**src/integer_to_ascii_digits_core_macros.svh**
```systemverilog
// assertion macros for the integer to ascii digits core
// used by integer_to_ascii_digits_core, no other dependencies
`ifndef INTEGER_TO_ASCII_DIGITS_CORE_MACROS_SVH
`define INTEGER_TO_ASCII_DIGITS_CORE_MACROS_SVH

// same-cycle implication, checked on i_clk, off during reset
`define I2A_ASSERT_NOW(label, cond, prop) \
    label: assert property (@(posedge i_clk) disable iff (!i_rst_n) (cond) |-> (prop)) \
        else $error("i2a check failed");

// next-cycle implication, checked on i_clk, off during reset
`define I2A_ASSERT_NEXT(label, cond, prop) \
    label: assert property (@(posedge i_clk) disable iff (!i_rst_n) (cond) |=> (prop)) \
        else $error("i2a check failed");

`endif

```
**src/i2a_pkg.sv**
```systemverilog
// shared types, constants and glyph function for the integer to ascii digits core
// no dependencies
package i2a_pkg;

    localparam int VALUE_BITS = 32;
    localparam int MAX_DIGITS = 10;
    localparam int CNT_W      = $clog2(VALUE_BITS);
    localparam int LEFT_W     = $clog2(MAX_DIGITS + 1);

    localparam logic [1:0] MODE_UDEC = 2'd0;
    localparam logic [1:0] MODE_SDEC = 2'd1;
    localparam logic [1:0] MODE_HEX  = 2'd2;

    localparam logic [6:0] CH_MINUS = 7'h2D;
    localparam logic [6:0] CH_ZERO  = 7'h30;
    localparam logic [6:0] CH_ALPHA = 7'h37;

    typedef enum logic [1:0] {
        ST_IDLE,
        ST_CONV,
        ST_SIGN,
        ST_DIGIT
    } t_state;

    typedef struct packed {
        logic clear;
        logic conv;
        logic dec;
        logic emit;
    } t_cell_ctl;

    function automatic logic [6:0] glyph(input logic [3:0] d);
        logic [6:0] ch;
        if (d < 4'd10) begin
            ch = CH_ZERO + {3'd0, d};
        end else begin
            ch = CH_ALPHA + {3'd0, d};
        end
        return ch;
    endfunction

endpackage

```
**src/integer_to_ascii_digits_core.sv**
```systemverilog
// top level of the integer to ascii digits core: control, value shifter, cell row
// depends on i2a_pkg, i2a_cell and integer_to_ascii_digits_core_macros.svh
//
// channel | direction | handshake               | payload
// input   | in        | i_in_valid / o_in_stall | i_value[31:0], i_mode[1:0]
// output  | out       | o_out_valid / i_out_stall | o_character[6:0], o_last
//
// one number passes an accept step, a shift phase through the digit cells and a digit
// readout (leading zeros drop out silently), plus a sign step for a minus sign
// the digit cell row shifts one value bit per cycle; a new number is taken only in idle
// sync active-low reset clears control and the output valid
// a stalled output holds its character and pauses the readout of shown digits
module integer_to_ascii_digits_core (
    input  logic                          i_clk,
    input  logic                          i_rst_n,
    input  logic                          i_in_valid,
    output logic                          o_in_stall,
    input  logic [i2a_pkg::VALUE_BITS-1:0] i_value,
    input  logic [1:0]                    i_mode,
    output logic                          o_out_valid,
    input  logic                          i_out_stall,
    output logic [6:0]                    o_character,
    output logic                          o_last
);
    import i2a_pkg::*;

    `include "integer_to_ascii_digits_core_macros.svh"

    t_state                  r_state, n_state;
    logic [VALUE_BITS-1:0]   r_value;
    logic [CNT_W-1:0]        r_cnt;
    logic [LEFT_W-1:0]       r_left;
    logic                    r_neg;
    logic                    r_dec;
    logic                    r_ovf;
    logic                    r_started;
    logic                    r_out_valid;
    logic [6:0]              r_char;
    logic                    r_last;

    t_cell_ctl               ctl;
    logic [MAX_DIGITS-1:0]   carry;
    logic [3:0]              digit [MAX_DIGITS];
    logic [VALUE_BITS-1:0]   mag;
    logic                    neg_in;
    logic                    accept;
    logic                    out_free;
    logic [3:0]              top;
    logic                    show;
    logic                    conv_done;
    logic                    load_sign;
    logic                    step_digit;
    logic                    load_digit;

    assign accept    = i_in_valid && !o_in_stall;
    assign out_free  = !r_out_valid || !i_out_stall;
    assign top       = digit[MAX_DIGITS-1];
    assign show      = r_started || r_ovf || (top != 4'd0) || (r_left == LEFT_W'(1));
    assign conv_done = (r_state == ST_CONV) && (r_cnt == CNT_W'(VALUE_BITS - 1));
    assign neg_in    = (i_mode == MODE_SDEC) && i_value[VALUE_BITS-1];
    assign mag       = neg_in ? (~i_value + 1'b1) : i_value;

    // next state
    always_comb begin
        n_state = r_state;
        case (r_state)
            ST_IDLE: begin
                if (i_in_valid) begin
                    n_state = ST_CONV;
                end
            end
            ST_CONV: begin
                if (conv_done) begin
                    n_state = r_neg ? ST_SIGN : ST_DIGIT;
                end
            end
            ST_SIGN: begin
                if (out_free) begin
                    n_state = ST_DIGIT;
                end
            end
            ST_DIGIT: begin
                if (step_digit && r_left == LEFT_W'(1)) begin
                    n_state = ST_IDLE;
                end
            end
            default: begin
                n_state = ST_IDLE;
            end
        endcase
    end

    // outputs of the state machine
    always_comb begin
        o_in_stall = 1'b1;
        load_sign  = 1'b0;
        step_digit = 1'b0;
        load_digit = 1'b0;
        ctl        = '0;
        ctl.dec    = r_dec;
        case (r_state)
            ST_IDLE: begin
                o_in_stall = 1'b0;
                ctl.clear  = 1'b1;
            end
            ST_CONV: begin
                ctl.conv = 1'b1;
            end
            ST_SIGN: begin
                load_sign = out_free;
            end
            ST_DIGIT: begin
                step_digit = out_free || !show;
                load_digit = out_free && show;
                ctl.emit   = step_digit;
            end
            default: begin
                o_in_stall = 1'b1;
            end
        endcase
    end

    always_ff @(posedge i_clk) begin
        if (!i_rst_n) begin
            r_state     <= ST_IDLE;
            r_out_valid <= 1'b0;
            r_started   <= 1'b0;
        end else begin
            r_state <= n_state;
            if (load_sign || load_digit) begin
                r_out_valid <= 1'b1;
            end else if (!i_out_stall) begin
                r_out_valid <= 1'b0;
            end
            if (accept) begin
                r_started <= 1'b0;
            end else if (load_digit) begin
                r_started <= 1'b1;
            end
        end
    end

    always_ff @(posedge i_clk) begin
        if (accept) begin
            r_value <= mag;
            r_neg   <= neg_in;
            r_dec   <= (i_mode != MODE_HEX);
            r_cnt   <= '0;
            r_ovf   <= 1'b0;
        end else if (r_state == ST_CONV) begin
            r_value <= {r_value[VALUE_BITS-2:0], 1'b0};
            r_cnt   <= r_cnt + 1'b1;
            r_ovf   <= r_ovf || carry[MAX_DIGITS-1];
        end
        if (conv_done) begin
            r_left <= LEFT_W'(MAX_DIGITS);
        end else if (step_digit) begin
            r_left <= r_left - 1'b1;
        end
        if (load_sign) begin
            r_char <= CH_MINUS;
            r_last <= 1'b0;
        end else if (load_digit) begin
            r_char <= glyph(top);
            r_last <= (r_left == LEFT_W'(1));
        end
    end

    genvar k;
    generate
        for (k = 0; k < MAX_DIGITS; k++) begin : g_cell
            if (k == 0) begin : g_first
                i2a_cell u_cell (
                    .i_clk   (i_clk),
                    .i_ctl   (ctl),
                    .i_bit   (r_value[VALUE_BITS-1]),
                    .i_digit (4'd0),
                    .o_bit   (carry[k]),
                    .o_digit (digit[k])
                );
            end else begin : g_next
                i2a_cell u_cell (
                    .i_clk   (i_clk),
                    .i_ctl   (ctl),
                    .i_bit   (carry[k-1]),
                    .i_digit (digit[k-1]),
                    .o_bit   (carry[k]),
                    .o_digit (digit[k])
                );
            end
        end
    endgenerate

    assign o_out_valid = r_out_valid;
    assign o_character = r_char;
    assign o_last      = r_last;

    `I2A_ASSERT_NEXT(a_accept_starts_conv, accept, r_state == ST_CONV && r_cnt == '0)
    `I2A_ASSERT_NOW(a_sign_only_negative, r_state == ST_SIGN, r_neg)
    `I2A_ASSERT_NEXT(a_final_digit_last, load_digit && r_left == LEFT_W'(1),
        o_out_valid && o_last && r_state == ST_IDLE)
    `I2A_ASSERT_NEXT(a_sign_not_last, load_sign, o_out_valid && !o_last && o_character == CH_MINUS)

endmodule

```
**src/i2a_cell.sv**
```systemverilog
// one digit cell: shift-add-3 bcd step or plain nibble shift, then digit hand-off
// depends on i2a_pkg
module i2a_cell (
    input  logic               i_clk,
    input  i2a_pkg::t_cell_ctl i_ctl,
    input  logic               i_bit,
    input  logic [3:0]         i_digit,
    output logic               o_bit,
    output logic [3:0]         o_digit
);
    import i2a_pkg::*;

    logic [3:0] r_digit;
    logic [3:0] adj;

    always_comb begin
        if (i_ctl.dec && r_digit >= 4'd5) begin
            adj = r_digit + 4'd3;
        end else begin
            adj = r_digit;
        end
    end

    always_ff @(posedge i_clk) begin
        if (i_ctl.clear) begin
            r_digit <= 4'd0;
        end else if (i_ctl.conv) begin
            r_digit <= {adj[2:0], i_bit};
        end else if (i_ctl.emit) begin
            r_digit <= i_digit;
        end
    end

    assign o_bit   = adj[3];
    assign o_digit = r_digit;

endmodule
```
**config.mk**
```make
export PLATFORM = sky130hd
export DESIGN_NAME = integer_to_ascii_digits_core
export DESIGN_NICKNAME = d
export VERILOG_FILES = /design/src/i2a_pkg.sv /design/src/integer_to_ascii_digits_core.sv /design/src/i2a_cell.sv
export VERILOG_INCLUDE_DIRS = /design/src /design/src/src
export SDC_FILE = /design/constraint.sdc
export NUM_CORES = 1
export LEC_CHECK = 0
export BUFFER_PORTS_ARGS = -buffer_cell sky130_fd_sc_hd__buf_2
export CORE_MARGIN = 3
export CORE_UTILIZATION = 35
export CTS_CLUSTER_DIAMETER = 30
export DETAILED_ROUTE_END_ITERATION = 12
export PLACE_DENSITY = 0.5
export SLEW_MARGIN = 25
export SYNTH_ARGS = -nofsm -noshare
export SYNTH_HDL_FRONTEND = slang
export SYNTH_HIERARCHICAL = 1
export SYNTH_SLANG_ARGS = --single-unit
```
**constraint.sdc**
```tcl
create_clock -name i_clk -period 3.4 [get_ports i_clk]
set_input_delay 0.34 -clock i_clk [delete_from_list [all_inputs] [get_ports i_clk]]
set_output_delay 0.34 -clock i_clk [all_outputs]
set_load 0.005 [all_outputs]
```
==> summary.txt, run 1 <==
Outcome
  – Status: finished, final reports clean

Clock tree
  – Clock Sinks: 96
  – Clock transition at path regs: 70 ps
  – Clock Tree Root: clkbuf_16
  – Setup bufs post-CTS: 0
  – Hold buffers post-CTS: 0
  – CTS-repair resized insts: 0
  – Clk_lat worst skew: 360 ps
  – CTS max path bufs: 2
  – TritonCTS Buffers: 9
  – CTS H-tree depth: 3
  – CTS tree: built

STA
  – Final-report hold violation count: 0
  – RSZ-0062 raised after global routing: no
  – Highest clock rate: 406 MHz
  – Hold_ws: 246 ps
  – Rel. slew slack: 48.1%
  – Period utilization: 72.4%
  – Setup violators final: 0
  – Total negative setup slack: 0 ps
  – Clock Skew: 11.4 ps
  – Actual slew at the worst max-slew pin: 779 ps
  – Max Slew Vio Count: 0
  – Fin crit period: 2460 ps

Power
  – P_sw: 2.01 mW
  – Clk pwr share: 23.1%
  – Pwr dens: 746 nW/um^2
  – Sw Share: 38.8%
  – P_leak: 2.60 nW
  – Combinational share of power: 38.0%
  – Seq pwr share: 38.9%
  – Worst VDD drop: 0.445 mV
  – P_int: 3.17 mW

Layout
  – Post-layout util: 41.1%
  – N_diodes: 0
  – Fin nets: 796
  – Area Overhead vs Synth: 13.3%
  – Ratio of cells with drive above 1 in the final layout: 14.2%

Setup path
  – Worst Setup End Kind: flop
  – Critical path arrival: 2680 ps
  – Required @ worst endpoint: 3620 ps
  – Crit path kind: flop to flop
  – Critical path fanouts, max: 50
  – Startpoint types: flop

Placed design
  – Global placement routability congestion: 0.798
  – HPWL Detailed: 9500 um
  – PortBufs: 47

Floorplan
  – # rows: 47
  – Top-Level Pins: 48
  – Die Width: 138 um
  – Die area: 19100 um^2
  – DIE HEIGHT: 138 um
  – Core area: 16900 um^2
  – Starting Density: 36.3%

Detailed routing
  – Post-DR vias/cell: 5.35
  – Residual DRC: 0
  – 1st-pass router iterations: 4
  – Final ANT Viol Nets: 0
  – WL per Instance: 14.7 um
  – Detailed-route wire length: 14000 um
  – Via count of the routed design: 5089
  – First DRT Iteration DRCs: 417

Yosys
  – Synthesized area: 6120 um^2
  – Ys async rst share: 0%
  – Yosys warnings: 6
  – Post-synth EDFFs: 34
  – Ys flop type: dfxtp_1
  – Synth Instances: 685
  – Yosys cell types: 58
  – Synth Register Bits: 96
  – Syn_area_per_cell: 8.94 um^2
  – Sequential cell area fraction in the yosys report: 37.0%

Global route
  – First-pass GRT wire length: 23900 um
  – Total gr overflow: 0
  – GRT Util Overall: 14.7%
  – Pin count of the biggest net entering global routing: 91
  – Initial antenna violation count: 0
  – Number of global-route vias before repair: 4905

Worst hold path
  – HP Class: input pin to flop

Run
  – Max-cap violations: 0
-- final timing paths --
check	startpoint	to	slack (ps)	cells after the start
worst min register to register	r_started	r_started	440	2
worst min-delay path	i_mode[1]	r_dec	250	2
worst max-delay path	r_left[1]	g_cell[8].g_next.u_cell/o_digit[1]	940	10
worst max register to register	r_left[1]	g_cell[8].g_next.u_cell/o_digit[1]	940	10
-- per-stage QoR --
step	setup WS, ps	cells	total power [mW]	area [um^2]
final	938	952	5.17	6940
after CTS	962	952	5.23	6940
after global placement	941	936	3.94	6590
after floorplan	413	688	3.44	6130
after detailed placement	908	936	4.01	6590
after global routing	763	952	5.59	6940
-- registers in the layout, summed over array words and instances (netlist names) --
register and cells:
r_left 4, o_last 1, g_cell.g_next.u_cell/o_digit 36, r_dec 1, o_character 7, r_cnt 5
r_state 2, r_neg 1, o_out_valid 1, r_ovf 1, r_started 1, r_value 32
g_cell.g_first.u_cell/o_digit 4
-- layout make-up --
class                           count  area (um^2)
Clock buffer                       10          229
Clock inverter                      6          114
Fill cell                        1716         9940
Inverter                           59          221
Multi-Input combinational cell    508         3530
Sequential cell                    96         2260
Tap cell                          220          275
Timing Repair Buffer               53          305
-- layer usage --
layer / GRT usage, % / up-vias / wire length [um]
li1: - / 2595 / -
met1: 19.6 / 2378 / 6680
met2: 23.3 / 98 / 6530
met3: 4.01 / 18 / 611
met4: 4.21 / 0 / 189
met5: 0 / - / 0
-- Yosys cell counts (all sizes together), types with 11 or more instances --
cell     n  area share [%]
o21ai   83             6.8
or3     13             1.4
edfxtp  34              17
nor2    40             2.5
a311oi  11             1.6
mux2    21             3.9
inv     58             3.6
dfxtp   62              20
nor3b   11             1.4
nand2b  12             1.2
nor3    16             1.3
xnor2   27             3.9
nor2b   12             1.2
mux2i   24             3.9
or4     17             2.1
clkbuf  11            0.84
buf     13             1.1
ha      31             6.3
a21oi   20             1.6
a31oi   22             2.2
nand2   54             3.4
xor2    18             2.6
-- layout by cell type (no fill, tap or decap), drive strengths merged, types with 3 or more instances in the layout --
master	netlist	final
a21oi	20	20
ha	31	31
nand2	54	54
bufinv	0	3
o211ai	4	4
o21ai	83	83
clkbuf	11	10
nand2b	12	12
nor3b	11	11
o2111ai	10	10
nor2b	12	12
mux2i	24	24
xnor2	27	27
or4b	10	10
nor2	40	40
a211oi	10	10
a31oi	22	22
a311oi	11	11
nand3	4	4
or3	13	13
conb	1	4
mux2	21	21
dfxtp	62	62
inv	58	61
nor3	16	16
buf	13	53
o311ai	10	10
xor2	18	18
or4	17	17
edfxtp	34	34
-- kinds of logic (layout without fill, tap and decap cells) --
family	after synthesis	in the layout	share of synthesized area (%)
compound gates	182	182	18.5
xor+xnor	45	45	6.44
fa+ha+maj	31	31	6.34
buf+inv	84	128	5.66
flops	96	96	37.0
mux	45	45	7.85
other cells	1	4	0.0613
simple gates	201	201	18.2
-- power groups by stage --
stage	clock, mW	combinational, mW	sequential (mW)
final	1.19	1.97	2.01
after detailed placement	0	1.97	2.04
after CTS	1.23	1.98	2.02
after floorplan	0	1.51	1.94
after global placement	0	1.91	2.02
after global routing	1.28	2.24	2.08
-- worst max-delay path: stages, from the launching register on --
cell and delay [ps]:
dfxtp_1 310, inv_1 90, ha_1 140, or3b_2 490, a31o_2 280, nand2_1 170, inv_2 70, buf_12 180
mux2_2 310, o21ai_0 180, a31oi_1 60
Power figures use the tool's default switching activity.
==> run 2, diff against run 1 <==
--- a/config.mk
+++ b/config.mk
@@ -11,7 +11,7 @@
 export CORE_UTILIZATION = 35
 export CTS_CLUSTER_DIAMETER = 30
 export DETAILED_ROUTE_END_ITERATION = 12
-export PLACE_DENSITY = 0.5
+export PLACE_DENSITY = 0.52
 export SLEW_MARGIN = 25
 export SYNTH_ARGS = -nofsm -noshare
 export SYNTH_HDL_FRONTEND = slang
==> constraint.sdc (replaced) <==
create_clock -name i_clk -period 2.1 [get_ports i_clk]
set_input_delay 0.21 -clock i_clk [delete_from_list [all_inputs] [get_ports i_clk]]
set_output_delay 0.21 -clock i_clk [all_outputs]
set_load 0.005 [all_outputs]
==> run 2 against run 1 <==
  * Cell area up 4.5%
  * Die area unchanged
  * Register-to-register slack worse by 960 ps
  * Total power up 61%
  * Highest routed layer unchanged
  * Non-clock buffer count up 37
  * Cell count up 3.9%
  * Clock power up 39%
  * The run now ends with negative setup slack left
==> summary.txt, run 2 (same netlist as run 1, synthesis figures left out) <==
Placed design
  – PortBufs: 47
  – HPWL Detailed: 9710 um
  – Dpl cells: 973
  – Global placement routability congestion: 0.810

STA
  – Final worst slack: -21.3 ps
  – Fin crit period: 2120 ps
  – Setup violators final: 9
  – Highest clock rate: 471 MHz
  – Max Slew Vio Count: 0
  – Actual slew at the worst max-slew pin: 534 ps
  – RSZ-0062 raised after global routing: yes
  – Rel. slew slack: 64.3%
  – Period utilization: 101%
  – Final-report hold violation count: 0
  – Clock Skew: 9.10 ps

Setup path
  – Required @ worst endpoint: 2320 ps
  – R2r setup slk: -20 ps
  – Critical path fanouts, max: 20
  – Reg2reg end: g_cell[2].g_next.u_cell/o_digit[1]
  – Worst Setup End Kind: flop
  – Crit path kind: flop to flop
  – Critical path arrival: 2340 ps
  – R2r startpoint: r_left[1]
  – R2r worst-path depth: 10
  – Startpoint types: flop
  – Worst Setup SP: r_left[1]

Layout
  – Largest register FFs: 36
  – Filler cells: 1654
  – Final Non-Filler Cells: 989
  – Post-layout util: 43.0%
  – Most frequent cells in the layout: o21ai_0, dfxtp_1, inv_1
  – Area Overhead vs Synth: 18.4%
  – N_diodes: 0
  – Fin nets: 833
  – Commonest non-fill, non-tap cell in the layout: o21ai_0
  – Ratio of cells with drive above 1 in the final layout: 19.4%

Clock tree
  – TritonCTS Buffers: 9
  – CTS max path bufs: 2
  – CTS tree: built
  – Setup bufs post-CTS: 0
  – Clk_lat worst skew: 350 ps
  – Hold buffers post-CTS: 0
  – Clock transition at path regs: 70 ps
  – CTS H-tree depth: 3
  – Clock Tree Root: clkbuf_16
  – Clock Sinks: 96

Power
  – Pwr dens: 1150 nW/um^2
  – Worst VDD drop: 0.894 mV
  – P_leak: 2.77 nW

Global route
  – GRT Util Overall: 14.8%
  – First-pass GRT wire length: 24300 um
  – Pin count of the biggest net entering global routing: 61
  – Total gr overflow: 0
  – Initial antenna violation count: 0
  – Number of global-route vias before repair: 5091

Detailed routing
  – First DRT Iteration DRCs: 243
  – Final ANT Viol Nets: 0
  – Residual DRC: 0
  – 1st-pass router iterations: 4
  – Post-DR vias/cell: 5.28
  – Detailed-route wire length: 13800 um
  – Via count of the routed design: 5224
  – WL per Instance: 14.0 um

Floorplan
  – Top-Level Pins: 48
  – DIE HEIGHT: 138 um
  – # rows: 47
  – Die Width: 138 um
  – Starting Density: 36.3%
  – Die area: 19100 um^2
  – Core area: 16900 um^2

Run
  – Max-cap violations: 0

Outcome
  – Failing checks: negative setup slack
  – Status: complete, but fails checks

Worst hold path
  – Hold depth: 3
  – Worst Hold Path EP: r_started
  – Hold_sp: i_rst_n
  – HP Class: input pin to flop
==> run 2: cell types whose count changed in the layout (fill, tap and decap cells not counted), moves of 5 or more <==
| cell | delta |
|---|---|
| buf_4 | +35 |
| o21ai_1 | +6 |
| o21ai_0 | -8 |
| o311ai_0 | -5 |
| o311ai_1 | +5 |
==> run 2: worst max-delay path by stage <==
| stage | end | slack (ps) | cells after the start |
|---|---|---|---|
| after floorplan | g_cell[2].g_next.u_cell/o_digit[1] | -490 | 9 |
| after global placement | r_value[29] | -5 | 7 |
| after detailed placement | g_cell[6].g_next.u_cell/o_digit[1] | -60 | 9 |
| after CTS | g_cell[1].g_next.u_cell/o_digit[1] | -30 | 10 |
| after global routing | g_cell[9].g_next.u_cell/o_digit[3] | -170 | 10 |
| final | g_cell[2].g_next.u_cell/o_digit[1] | -20 | 10 |
==> run 2: worst max-delay path, cell delays in order (launching register included) <==
cell and delay, ps:
dfxtp_2 320, inv_2 50, ha_1 130, or3b_4 380, a31o_4 250, nand2_4 80, clkinvlp_4 120, buf_12 180
mux2_2 270, o21ai_0 150, a31oi_1 60
==> run 2: layer usage <==
layer | vias to the layer above | global-route usage (%) | wire length, um
li1 | 2663 | - | -
met1 | 2464 | 20.7 | 6820
met2 | 84 | 23.4 | 6380
met3 | 13 | 2.04 | 410
met4 | 0 | 5.10 | 218
met5 | - | 0 | 0
==> run 2: metrics by stage <==
step / total power, mW / instance area, um^2 / hold WS [ps] / TNS (ps) / worst slack (ps)
CTS: 8.45 / 7240 / 120 / -150 / -25.4
detailed placement: 6.72 / 6950 / 434 / -482 / -60.6
floorplan: 5.64 / 6180 / 326 / -15650 / -494
global placement: 6.60 / 6950 / 434 / -5.04 / -5.04
global route: 9.10 / 7250 / 140 / -2380 / -166
finish: 8.36 / 7250 / 137 / -115 / -21.3
==> run 2: power by group <==
| part | switching [mW] | internal [mW] | total [mW] | leakage (nW) |
|---|---|---|---|---|
| clock | 0.721 | 0.926 | 1.65 | 0.142 |
| sequential | 0.430 | 2.77 | 3.20 | 0.839 |
| combinational | 2.12 | 1.39 | 3.51 | 1.79 |
==> run 2: area by class of cell <==
cell class,instances,area (um^2),share of cell area [%]
Clock buffer,11,233,3.21
Clock inverter,5,56.3,0.777
Inverter,59,225,3.11
Multi-Input combinational cell,508,3590,49.5
Sequential cell,96,2260,31.2
Tap cell,220,275,3.80
Timing Repair Buffer,90,608,8.39
==> run 2: repair_timing <==
action,in CTS,in global routing
gates resized for setup,10,6
endpoints found under the setup margin,21,34
hold endpoints to repair,0,0
pin swaps,0,1
